[src/rtl/core/plf_pkg.sv]
// plf_pkg: shared widths, register indexes, ramp mode codes and the
// controller/datapath command and status structs for the PCM linear fader.
// No dependencies.
package plf_pkg;

   localparam int SAMPLE_W          = 16;
   localparam int LEN_W             = 24;
   localparam int MODE_W            = 2;
   localparam int CSR_IDX_W         = 1;
   localparam int PROD_W            = SAMPLE_W + LEN_W;
   localparam int DIV_STEPS         = SAMPLE_W;
   localparam int STEP_CNT_W        = $clog2(DIV_STEPS);
   localparam int POSITION_BITS_DEF = 24;

   // ramp modes
   localparam logic [MODE_W-1:0] MODE_NONE = 2'd0;
   localparam logic [MODE_W-1:0] MODE_IN   = 2'd1;
   localparam logic [MODE_W-1:0] MODE_OUT  = 2'd2;

   // register indexes
   localparam logic [CSR_IDX_W-1:0] REG_FADE_MODE   = 1'b0;
   localparam logic [CSR_IDX_W-1:0] REG_FADE_LENGTH = 1'b1;

   typedef struct packed {
      logic take;      // sample accepted this cycle
      logic mul;       // form magnitude times gain numerator
      logic step;      // one restoring division step
      logic out_load;  // move the finished result into the output register
   } cmd_type;

   typedef struct packed {
      logic scale_req; // the offered sample needs the multiply/divide path
   } sts_type;

endpackage

[src/rtl/core/plf_ctrl.sv]
// plf_ctrl: sequencing state machine of the PCM linear fader.
// Drives the datapath through plf_pkg::cmd_type and owns the result valid flag.
// Depends on plf_pkg.
module plf_ctrl (
   input  logic              clock,
   input  logic              reset,
   input  logic              req_tvalid,
   output logic              req_tready,
   output logic              rsp_tvalid,
   input  logic              rsp_tready,
   input  plf_pkg::sts_type  sts,
   output plf_pkg::cmd_type  cmd
);

   localparam logic [1:0] ST_IDLE = 2'd0;
   localparam logic [1:0] ST_MUL  = 2'd1;
   localparam logic [1:0] ST_DIV  = 2'd2;
   localparam logic [1:0] ST_DONE = 2'd3;

   localparam logic [plf_pkg::STEP_CNT_W-1:0] STEP_LAST =
      plf_pkg::STEP_CNT_W'(plf_pkg::DIV_STEPS - 1);

   logic [1:0]                      state_ff, state_in;
   logic [plf_pkg::STEP_CNT_W-1:0]  cnt_ff, cnt_in;
   logic                            valid_ff, valid_in;
   logic                            take;
   logic                            out_load;

   assign req_tready = (state_ff == ST_IDLE);
   assign take       = req_tvalid && req_tready;
   assign out_load   = (state_ff == ST_DONE) && (!valid_ff || rsp_tready);
   assign rsp_tvalid = valid_ff;

   always_comb begin
      state_in = state_ff;
      cnt_in   = cnt_ff;
      case (state_ff)
         ST_IDLE: begin
            if (take) begin
               state_in = sts.scale_req ? ST_MUL : ST_DONE;
            end
         end
         ST_MUL: begin
            state_in = ST_DIV;
            cnt_in   = '0;
         end
         ST_DIV: begin
            cnt_in = cnt_ff + 1'b1;
            if (cnt_ff == STEP_LAST) begin
               state_in = ST_DONE;
            end
         end
         ST_DONE: begin
            if (out_load) begin
               state_in = ST_IDLE;
            end
         end
         default: state_in = ST_IDLE;
      endcase
   end

   always_comb begin
      valid_in = valid_ff;
      if (out_load) begin
         valid_in = 1'b1;
      end else if (rsp_tready) begin
         valid_in = 1'b0;
      end
   end

   always_comb begin
      cmd.take     = take;
      cmd.mul      = (state_ff == ST_MUL);
      cmd.step     = (state_ff == ST_DIV);
      cmd.out_load = out_load;
   end

   always_ff @(posedge clock) begin
      if (reset) begin
         state_ff <= ST_IDLE;
         cnt_ff   <= '0;
         valid_ff <= 1'b0;
      end else begin
         state_ff <= state_in;
         cnt_ff   <= cnt_in;
         valid_ff <= valid_in;
      end
   end

endmodule

[src/rtl/core/plf_datapath.sv]
// plf_datapath: fade registers, ramp position, gain multiply, serial
// restoring divider and the result register of the PCM linear fader.
// Depends on plf_pkg; sequenced by plf_ctrl.
module plf_datapath #(
   parameter int POSITION_BITS = plf_pkg::POSITION_BITS_DEF
) (
   input  logic                                  clock,
   input  logic                                  reset,
   input  logic                                  csr_write,
   input  logic [plf_pkg::CSR_IDX_W-1:0]         csr_index,
   input  logic [plf_pkg::LEN_W-1:0]             csr_data,
   input  logic signed [plf_pkg::SAMPLE_W-1:0]   req_sample,
   input  plf_pkg::cmd_type                      cmd,
   output plf_pkg::sts_type                      sts,
   output logic signed [plf_pkg::SAMPLE_W-1:0]   rsp_sample,
   output logic                                  rsp_active,
   output logic                                  rsp_closed
);

   localparam int SW    = plf_pkg::SAMPLE_W;
   localparam int LW    = plf_pkg::LEN_W;
   localparam int PW    = plf_pkg::PROD_W;
   localparam int CMP_W = (POSITION_BITS > LW) ? POSITION_BITS : LW;

   // architectural state
   logic [plf_pkg::MODE_W-1:0] ramp_ff, ramp_in;
   logic [POSITION_BITS-1:0]   pos_ff, pos_in;
   logic                       closed_ff, closed_in;
   logic [LW-1:0]              len_ff, len_in;

   // per-item working registers
   logic                       neg_ff;
   logic [SW-1:0]              mag_ff;
   logic [LW-1:0]              num_ff;
   logic                       scale_ff;
   logic [SW-1:0]              res_ff;
   logic                       active_ff;
   logic [PW-1:0]              work_ff, work_in;

   // result register
   logic [SW-1:0]              out_sample_ff;
   logic                       out_active_ff;
   logic                       out_closed_ff;

   logic [CMP_W-1:0]           pos_ext;
   logic [CMP_W-1:0]           len_ext;
   logic                       ramp_end;
   logic [LW-1:0]              num_calc;
   logic [SW-1:0]              mag_calc;
   logic [SW-1:0]              res_calc;
   logic                       active_calc;
   logic                       scale_calc;
   logic [LW:0]                trial;
   logic [LW:0]                diff;
   logic                       qbit;
   logic [SW-1:0]              quot;
   logic [SW-1:0]              scaled;

   assign pos_ext  = CMP_W'(pos_ff);
   assign len_ext  = CMP_W'(len_ff);
   assign ramp_end = (pos_ext >= len_ext);
   assign mag_calc = req_sample[SW-1] ? SW'(-req_sample) : SW'(req_sample);

   // decision for the offered sample, from the state before it; else register writes
   always_comb begin
      ramp_in     = ramp_ff;
      pos_in      = pos_ff;
      closed_in   = closed_ff;
      len_in      = len_ff;
      res_calc    = SW'(req_sample);
      active_calc = 1'b0;
      scale_calc  = 1'b0;
      num_calc    = (ramp_ff == plf_pkg::MODE_IN) ? pos_ext[LW-1:0]
                                                  : len_ff - pos_ext[LW-1:0];
      if (cmd.take) begin
         if (closed_ff) begin
            res_calc = '0;
         end else if (ramp_ff != plf_pkg::MODE_NONE) begin
            if (ramp_end) begin
               if (ramp_ff == plf_pkg::MODE_OUT) begin
                  res_calc  = '0;
                  closed_in = 1'b1;
               end
               ramp_in = plf_pkg::MODE_NONE;
            end else begin
               active_calc = 1'b1;
               scale_calc  = 1'b1;
               if (pos_ff != {POSITION_BITS{1'b1}}) begin
                  pos_in = pos_ff + 1'b1;
               end
            end
         end
      end else if (csr_write) begin
         case (csr_index)
            plf_pkg::REG_FADE_MODE: begin
               pos_in = '0;
               case (csr_data[plf_pkg::MODE_W-1:0])
                  plf_pkg::MODE_IN:
                     ramp_in = (len_ff != '0) ? plf_pkg::MODE_IN : plf_pkg::MODE_NONE;
                  plf_pkg::MODE_OUT: ramp_in = plf_pkg::MODE_OUT;
                  default:           ramp_in = plf_pkg::MODE_NONE;
               endcase
            end
            plf_pkg::REG_FADE_LENGTH: len_in = csr_data;
            default: len_in = len_ff;
         endcase
      end
   end

   // the decision is only meaningful for a ramped, unfinished, open source
   assign sts.scale_req = !closed_ff && (ramp_ff != plf_pkg::MODE_NONE) && !ramp_end;

   // multiply, then one quotient bit per step; quotient fits SW bits as num <= len
   assign trial = {work_ff[PW-1:SW], work_ff[SW-1]};
   assign diff  = trial - {1'b0, len_ff};
   assign qbit  = !diff[LW];
   assign quot  = work_ff[SW-1:0];
   assign scaled = neg_ff ? SW'(-quot) : quot;

   always_comb begin
      work_in = work_ff;
      if (cmd.mul) begin
         work_in = PW'(mag_ff * num_ff);
      end else if (cmd.step) begin
         work_in = {(qbit ? diff[LW-1:0] : trial[LW-1:0]), work_ff[SW-2:0], qbit};
      end
   end

   always_ff @(posedge clock) begin
      if (reset) begin
         ramp_ff   <= plf_pkg::MODE_NONE;
         pos_ff    <= '0;
         closed_ff <= 1'b0;
         len_ff    <= '0;
      end else begin
         ramp_ff   <= ramp_in;
         pos_ff    <= pos_in;
         closed_ff <= closed_in;
         len_ff    <= len_in;
      end
   end

   always_ff @(posedge clock) begin
      work_ff <= work_in;
      if (cmd.take) begin
         neg_ff    <= req_sample[SW-1];
         mag_ff    <= mag_calc;
         num_ff    <= num_calc;
         scale_ff  <= scale_calc;
         res_ff    <= res_calc;
         active_ff <= active_calc;
      end
      if (cmd.out_load) begin
         out_sample_ff <= scale_ff ? scaled : res_ff;
         out_active_ff <= active_ff;
         out_closed_ff <= closed_ff;
      end
   end

   assign rsp_sample = signed'(out_sample_ff);
   assign rsp_active = out_active_ff;
   assign rsp_closed = out_closed_ff;

endmodule

[src/rtl/core/pcm_linear_fader_unit.sv]
// pcm_linear_fader_unit: top level of the PCM linear fader.
// Joins plf_ctrl and plf_datapath; depends on plf_pkg.
//
// Usage:
//  - req_* carries one signed 16-bit PCM sample per transaction in req_tdata.
//  - rsp_* returns exactly one result per sample: the scaled sample in
//    rsp_tdata, fade_active and closed flags in rsp_tuser.
//  - csr_* writes registers: index 0 fade_mode (0 none, 1 in, 2 out, restarts
//    the ramp position), index 1 fade_length in samples. csr_ready is always
//    high; write only while no sample is in flight.
//  - Timing: a ramped sample passes through a multiply, the 16-step serial
//    restoring divider and a load into the output register before its result
//    reaches rsp_*; any other sample goes straight to the load. The next
//    transaction is taken the cycle after the load, so one sample is in flight
//    at a time.
//  - The result sits in an output register, so the next sample is accepted
//    while the previous result still waits; a stalled receiver holds rsp_*
//    and a finished result then waits in the datapath until the slot frees.
//  - Reset clears the mode, length, position and closed flag and drops any
//    pending result. Once a fade-out completes the source stays silenced
//    until reset.
module pcm_linear_fader_unit #(
   parameter int POSITION_BITS = plf_pkg::POSITION_BITS_DEF
) (
   input  logic                            clock,
   input  logic                            reset,
   // input samples
   input  logic                            req_tvalid,
   output logic                            req_tready,
   input  logic [15:0]                     req_tdata,  // [15:0] sample
   // results
   output logic                            rsp_tvalid,
   input  logic                            rsp_tready,
   output logic [15:0]                     rsp_tdata,  // [15:0] out_sample
   output logic [1:0]                      rsp_tuser,  // [0] fade_active, [1] closed
   // register writes
   input  logic                            csr_valid,
   output logic                            csr_ready,
   input  logic [plf_pkg::CSR_IDX_W-1:0]   csr_index,
   input  logic [plf_pkg::LEN_W-1:0]       csr_data
);

   plf_pkg::cmd_type                     cmd;
   plf_pkg::sts_type                     sts;
   logic signed [plf_pkg::SAMPLE_W-1:0]  out_sample;
   logic                                 out_active;
   logic                                 out_closed;

   // writes land in the datapath directly; take them every cycle
   assign csr_ready = 1'b1;

   plf_ctrl u_ctrl (
      .clock      (clock),
      .reset      (reset),
      .req_tvalid (req_tvalid),
      .req_tready (req_tready),
      .rsp_tvalid (rsp_tvalid),
      .rsp_tready (rsp_tready),
      .sts        (sts),
      .cmd        (cmd)
   );

   plf_datapath #(
      .POSITION_BITS (POSITION_BITS)
   ) u_datapath (
      .clock      (clock),
      .reset      (reset),
      .csr_write  (csr_valid && csr_ready),
      .csr_index  (csr_index),
      .csr_data   (csr_data),
      .req_sample (signed'(req_tdata)),
      .cmd        (cmd),
      .sts        (sts),
      .rsp_sample (out_sample),
      .rsp_active (out_active),
      .rsp_closed (out_closed)
   );

   assign rsp_tdata = unsigned'(out_sample);
   assign rsp_tuser = {out_closed, out_active};

endmodule

[config.mk]
export PLATFORM = sky130hd
export DESIGN_NAME = pcm_linear_fader_unit
export DESIGN_NICKNAME = d
export VERILOG_FILES = /design/src/rtl/core/plf_pkg.sv /design/src/rtl/core/plf_ctrl.sv /design/src/rtl/core/plf_datapath.sv /design/src/rtl/core/pcm_linear_fader_unit.sv
export SDC_FILE = /design/constraint.sdc
export NUM_CORES = 1
export LEC_CHECK = 0
export BUFFER_PORTS_ARGS = -buffer_cell sky130_fd_sc_hd__buf_4
export CAP_MARGIN = 5
export CORE_UTILIZATION = 50
export DETAILED_ROUTE_END_ITERATION = 10
export GPL_TIMING_DRIVEN = 0
export PLACE_DENSITY = 0.66
export RECOVER_POWER = 25
export REMOVE_ABC_BUFFERS = 1
export SKIP_LAST_GASP = 1
export SLEW_MARGIN = 20
export SYNTH_ARGS = -nofsm -noshare
export SYNTH_HDL_FRONTEND = slang
export SYNTH_SLANG_ARGS = --single-unit
[constraint.sdc]
create_clock -name clock -period 19.42 [get_ports clock]
set_input_delay 1.942 -clock clock [delete_from_list [all_inputs] [get_ports clock]]
set_output_delay 1.942 -clock clock [all_outputs]
set_load 0.01 [all_outputs]
==> impl_metrics.py, run 1 <==
metrics = {
    "floorplanning": {
        "die_h_um": 217,
        "fp.dieW_um": 217,
        "core_area_mm2": 0.0455,
        "start_util_pct": 50.8,
        "fp-row-count": 78,
        "die_area_mm2": 0.0471,
        "io_pins": 67,
    },
    "synth": {
        "synthFlopType": "edfxtp_1",
        "synth_enable_flop_cells": 116,
        "seq_area_frac_synth_pct": 20.1,
        "avgSynthCellArea_um2": 8.94,
        "synth_area_leaders": "fa_1 (27%), edfxtp_1 (15%), ha_1 (9.1%)",
        "mappedNetlistArea_mm2": 0.0231,
        "synth_most_common_cell": "inv_1",
        "ys_ff_latch": 174,
        "syn_inst": 2585,
        "yosysTopAreaCellShare_pct": 26.7,
        "ys_top_cells_by_count": "inv_1 (427), nand2_1 (367), fa_1 (308)",
        "ys_types": 82,
        "async_reset_ff_share_pct": 0,
        "synth_warnings": 0,
        "yosys.area.top_type": "fa_1",
    },
    "clocking": {
        "clk_pin_slew_ns": 0.07,
        "numClockSinks": 174,
        "post_cts_resized": 0,
        "cts-root-buf": "clkbuf_16",
        "clockBufferDepth": 2,
        "numCtsBuffers": 17,
        "postCtsSetupBuffers": 0,
        "clk_latency_ns": 0.45,
        "cts-htree-levels": 4,
        "postCtsHoldBufs": 0,
        "cts_tree": "done",
    },
    "worst_setup_path": {
        "cp_num_buf_inv": 3,
        "startpoint_type": "flop",
        "worst_path_most_repeated_cell": "fa_1",
        "cp_slowest_cell": "edfxtp_1",
        "critPathKind": "reg2reg",
        "cpPeakStageDelay_ns": 1.16,
        "critPathMaxFanout": 24,
        "cpLargestDelayFamily": "adder cells",
        "cp-end-kind": "flop",
        "worstPathRequired_ns": 19.59,
        "critPathArrivalTime_ns": 7.77,
        "crit_chain": "nand2_1 > fa_1 > fa_1 > fa_1 > inv_1 > fa_1 > fa_1 > inv_1 > fa_1 > inv_1 > ha_1 > and2_1 > nand4_1 > nand4bb_1 > a211o_1 > a211o_1 > o21a_1 > o41ai_1 > xnor2_1 > mux2i_1",
    },
    "drt": {
        "vias": 18000,
        "first_pass_iters": 5,
        "drc": 0,
        "ant_nets": 0,
        "wl_um": 59100,
        "viasPerCell": 5.68,
        "dr.first_iter.drc_count": 1263,
        "drt-wirelength-per-cell_um": 18.6,
    },
    "worst_hold_path": {
        "hp-class": "reg2reg",
    },
    "sta": {
        "setup_viol": 0,
        "fmax_mhz": 132,
        "slew_headroom_pct": -105,
        "setup_tns_ns": 0,
        "worstMarginPinSlew_ns": 3.08,
        "finalCritPeriodShare_pct": 39.1,
        "period_needed_ns": 7.59,
        "rsz0062_at_grt": "false",
        "slew_viol_final": 73,
        "fin_ws_ns": 11.83,
        "final_hold_viol_count": 0,
        "skew_ns": 0.00760,
    },
    "cells_and_area": {
        "fin_area_mm2": 0.0245,
        "antenna_cells": 0,
        "layout.cells.non_filler": 3170,
        "seqCellArea_mm2": 0.00464,
        "nNetsFinal": 3079,
        "synthToLayoutAreaGrowth_pct": 5.87,
        "fillers": 4214,
        "multi_input_area_mm2": 0.0164,
        "layout-drive-gt1-share_pct": 5.37,
    },
    "grt": {
        "first_global_vias": 18500,
        "antenna_found_initial": 0,
        "grt_pass1_wl_um": 96900,
        "globalRouteOverflowTotal": 0,
        "grtUsageTotal_pct": 26.1,
        "grt_max_degree": 73,
    },
    "flow_run": {
        "cap_viol_max_count": 1,
    },
    "placed_design": {
        "dp_cells": 3138,
        "place_congestion": 0.915,
        "post-dp-hpwl_um": 45000,
        "place_ws_ns": 11.95,
        "port_buffers": 65,
        "placed_area_mm2": 0.0240,
    },
    "run_status": {
        "violations": "capacitance limit, slew limit",
        "status": "finished with violations",
    },
}
## worst paths after layout
path,startpoint,depth (start not counted),slack (ns),endpoint
worst max-delay path,u_datapath.mag_ff[3],20,11.83,u_datapath.work_ff[36]
worst min-delay path,u_ctrl.cnt_ff[0],2,0.50,u_ctrl.cnt_ff[0]
worst max register to register,u_datapath.mag_ff[3],20,11.83,u_datapath.work_ff[36]
worst min register to register,u_ctrl.cnt_ff[0],2,0.50,u_ctrl.cnt_ff[0]
## per-stage QoR
step	hold WS [ns]	utilization, %
after floorplan	0.448	-
after global placement	0.475	52.5
after detailed placement	0.496	52.7
after CTS	0.506	53.9
after global routing	0.533	53.8
final	0.503	53.8
## state kept, by name, indices dropped and copies added (netlist names)
name / cells
u_datapath.work_ff: 40
u_datapath.len_ext: 24
u_datapath.num_ff: 24
u_datapath.pos_ext: 24
u_datapath.mag_ff: 16
u_datapath.res_ff: 16
u_datapath.rsp_sample: 16
u_ctrl.cnt_ff: 4
u_ctrl.state_ff: 2
u_datapath.ramp_ff: 2
u_ctrl.rsp_tvalid: 1
u_datapath.closed_ff: 1
u_datapath.neg_ff: 1
u_datapath.rsp_active: 1
u_datapath.rsp_closed: 1
u_datapath.scale_ff: 1
## worst min-delay path, cell delays in order, from the launching register on
cell and delay, ns:
dfxtp_1 0.33, nand2b_1 0.07, a21oi_1 0.06
## cell usage in the layout, fill, tap and decap left out, types with 6 or more instances in the layout
master,n
inv_1,427
nand2_1,367
fa_1,308
and2_1,177
ha_1,167
a21oi_1,137
edfxtp_1,116
nor2_1,99
o21ai_0,77
xnor2_1,63
buf_4,61
dfxtp_1,58
a21o_1,40
mux2i_1,35
nand3_1,34
xor2_1,33
nand4_1,24
nor4_1,22
nand2b_1,18
mux2_2,18
nor3_1,17
clkbuf_16,17
a211oi_1,15
nor2b_1,14
and3_1,13
o21a_1,13
or4_1,13
or3_1,12
o21bai_1,11
o31ai_1,8
nor4b_1,8
o21ai_1,8
o41ai_1,7
o311ai_0,6
a211o_1,6
a22oi_1,6
clkbuf_1,6
## metal layers
layer  up-vias  global-route usage [%]  share of wire, %
li1       8345                       -                 -
met1      8947                    36.2                45
met2       593                    43.1                47
met3       111                    2.31               5.6
met4         0                    8.36               2.7
met5         -                       0                 0
## final cells by class
type                       instances  share of cell area, %
multi-input combinational       1865                   67.0
sequential                       174                   19.0
inverter                         430                   6.61
tap                              600                   3.07
timing repair buffer              69                   2.18
clock buffer                      19                   1.77
clock inverter                    13                  0.394
## kinds of logic after synthesis
| kind of cell | share of synthesized area, % |
|---|---|
| and+or+nand+nor | 18.0 |
| AOI/OAI and AO/OA | 10.9 |
| other | 0.0162 |
| DFF | 20.1 |
| buffers and inverters | 9.11 |
| muxes | 2.44 |
| adders and majority gates | 35.8 |
| xor gates and xnor gates | 3.71 |
Power of run 1 is not shown: default switching activity piles up to over one toggle a cycle in this logic, so the estimate is an artifact.
==> inputs of run 2 (changes only) <==
- ABC_AREA: not set -> 1
- clock period: 19.42 -> 7.4 ns (I/O delays scaled with it)
==> run 2 against run 1 <==
The flow still finishes with violations (capacitance limit, slew limit). Cell count is 22% higher. Register-to-register slack worse by 11 ns. Fmax is 10% higher. Synthesized cell count is 27% higher. Via count is 15% higher. Hold slack better by 0.0060 ns. Die area is 5.0% higher. Routed wire length is 14% higher. Sequential share of layout area is 0.98 points lower. Critical path type unchanged. Critical endpoint is now u_datapath.work_ff[39]. Largest cell class unchanged.
==> impl_metrics.py, run 2 <==
metrics = {
    "floorplanning": {
        "fp-row-count": 80,
        "core_area_mm2": 0.0478,
        "die_h_um": 222,
        "fp.dieW_um": 222,
        "die_area_mm2": 0.0494,
        "io_pins": 67,
        "start_util_pct": 50.7,
    },
    "run_status": {
        "violations": "capacitance limit, slew limit",
        "status": "finished with violations",
    },
    "synth": {
        "synthFlopType": "edfxtp_1",
        "seq_area_frac_synth_pct": 19.1,
        "avgSynthCellArea_um2": 7.41,
        "mappedNetlistArea_mm2": 0.0243,
        "synth_enable_flop_cells": 116,
        "async_reset_ff_share_pct": 0,
        "ys_ff_latch": 174,
        "synth_warnings": 0,
        "ys_types": 47,
        "syn_inst": 3276,
        "yosysTopAreaCellShare_pct": 25.4,
        "yosys.area.top_type": "fa_1",
        "ys_top_cells_by_count": "nand2_1 (884), inv_1 (750), fa_1 (308)",
        "synth_area_leaders": "fa_1 (25%), edfxtp_1 (14%), nand2_1 (14%)",
        "synth_most_common_cell": "nand2_1",
    },
    "grt": {
        "met2_usage_pct": 48.0,
        "grt_pass1_wl_um": 109000,
        "antenna_found_initial": 0,
        "grtUsageTotal_pct": 28.3,
        "globalRouteOverflowTotal": 0,
        "use_met1_pct": 37.2,
        "use_met3_pct": 3.49,
        "grt_max_degree": 51,
        "first_global_vias": 21000,
        "busiest_layer": "met2",
    },
    "clocking": {
        "numCtsBuffers": 17,
        "numClockSinks": 174,
        "post_cts_resized": 0,
        "cts_tree": "done",
        "postCtsHoldBufs": 0,
        "clk_latency_ns": 0.45,
        "clockBufferDepth": 2,
        "cts-root-buf": "clkbuf_16",
        "postCtsSetupBuffers": 0,
        "clk_pin_slew_ns": 0.08,
        "cts-htree-levels": 4,
    },
    "cells_and_area": {
        "top_register": "u_datapath.work_ff",
        "nNetsFinal": 3768,
        "synthToLayoutAreaGrowth_pct": 6.30,
        "final_cell_mix": "nand2_1 (884), inv_1 (748), fa_1 (308), ha_1 (167), nor2_1 (160)",
        "layout-drive-gt1-share_pct": 4.60,
        "fin_area_mm2": 0.0258,
        "final_common_cell": "nand2_1",
        "largest_reg_flops": 40,
        "antenna_cells": 0,
    },
    "sta": {
        "hold_ws_ns": 0.509,
        "final_hold_viol_count": 0,
        "fmax_mhz": 145,
        "finalCritPeriodShare_pct": 93.0,
        "worstMarginPinSlew_ns": 1.79,
        "slew_viol_final": 31,
        "skew_ns": 0.0110,
        "setup_viol": 0,
        "period_needed_ns": 6.88,
        "setup_tns_ns": 0,
        "rsz0062_at_grt": "false",
        "slew_headroom_pct": -19.4,
        "fin_ws_ns": 0.520,
    },
    "worst_setup_path": {
        "reg2reg_depth": 24,
        "cp_num_buf_inv": 5,
        "cp-end-kind": "flop",
        "cp_slowest_cell": "edfxtp_1",
        "startpoint_type": "flop",
        "worst_path_most_repeated_cell": "nand2_1",
        "worstPathRequired_ns": 7.60,
        "r2r_start": "u_datapath.mag_ff[7]",
        "critPathArrivalTime_ns": 7.08,
        "timing.critical_path.from": "u_datapath.mag_ff[7]",
        "r2r_setup_slack_ns": 0.52,
        "critPathKind": "reg2reg",
        "cpPeakStageDelay_ns": 1.07,
        "cpLargestDelayFamily": "adder cells",
        "r2r-end": "u_datapath.work_ff[39]",
        "crit_chain": "nand2_1 > fa_1 > inv_1 > fa_1 > inv_1 > fa_1 > inv_1 > fa_1 > fa_1 > inv_1 > fa_1 > inv_1 > ha_1 > nand2_1 > o21ai_0 > a21oi_1 > nand2_1 > nand2_1 > nand2_1 > nand2_1 > nand2_1 > nand2_1 > nand3_1 > nand2_1",
        "critPathMaxFanout": 24,
    },
    "drt": {
        "dr.first_iter.drc_count": 1376,
        "drt-wirelength-per-cell_um": 17.4,
        "vias": 20700,
        "wl_um": 67400,
        "drc": 0,
        "first_pass_iters": 5,
        "ant_nets": 0,
        "viasPerCell": 5.35,
    },
    "placed_design": {
        "port_buffers": 65,
        "place_congestion": 0.948,
        "post-dp-hpwl_um": 55500,
        "place_ws_ns": 0.612,
        "placed_area_mm2": 0.0252,
    },
    "worst_hold_path": {
        "hp-class": "reg2reg",
        "holdCritStartpoint": "u_datapath.ramp_ff[1]",
        "hold_end": "u_datapath.ramp_ff[1]",
        "holdPathStages": 2,
    },
    "flow_run": {
        "cap_viol_max_count": 1,
    },
}
run 2: through the flow:
| stage | util, % | std cells |
|---|---|---|
| 5_1_grt | 53.9 | 3874 |
| 3_3_place_gp | 52.2 | 3830 |
| 2_1_floorplan | - | 3150 |
| 3_5_place_dp | 52.7 | 3841 |
| 4_1_cts | 54.0 | 3873 |
| 6_report | 53.9 | 3874 |
run 2: cells by family (layout without fill, tap and decap cells):
family	Yosys count	count (layout)	share of synthesized area (%)
flip-flops	174	174	19.1
XOR/XNOR	78	78	2.81
buffers and inverters	878	861	13.9
adder cells (fa/ha/maj)	476	476	34.1
other	1	1	0.0154
AND/OR/NAND/NOR	1321	1321	22.5
AO/OA/AOI/OAI	348	348	7.59
run 2: final cells by class:
type                            instances  area (µm²)
Clock buffer                           17         425
Clock inverter                         15         188
Fill cell                            4622       22000
Inverter                              752        2830
Multi-Input combinational cell       2224       16300
Sequential cell                       174        4640
Tap cell                              615         769
Timing Repair Buffer                   77         672
run 2: worst reg2reg max path: cells and delay by family (launching register included):
| family | cells | cell delay [ns] |
|---|---|---|
| buffers and inverters | 5 | 0.26 |
| adder cells (fa/ha/maj) | 7 | 3.51 |
| flip-flops | 1 | 1.07 |
| AND/OR/NAND/NOR | 10 | 1.37 |
| AO/OA/AOI/OAI | 2 | 0.44 |
run 2: worst max path at each step:
stage                     cells after the start                      to  slack [ns]
after global placement                       22  u_datapath.work_ff[33]        0.55
final                                        24  u_datapath.work_ff[39]        0.52
after CTS                                    24  u_datapath.work_ff[39]        0.56
after floorplan                              24  u_datapath.work_ff[39]        1.73
after global routing                         24  u_datapath.work_ff[39]        0.11
after detailed placement                     24  u_datapath.work_ff[39]        0.61
run 2: metal layers:
metal	share of wire, %	vias to the layer above
met2	48	610
met5	0	-
met4	3.0	0
li1	-	9905
met3	6.2	104
met1	42	10100
Power of run 2 is left out for the same reason.
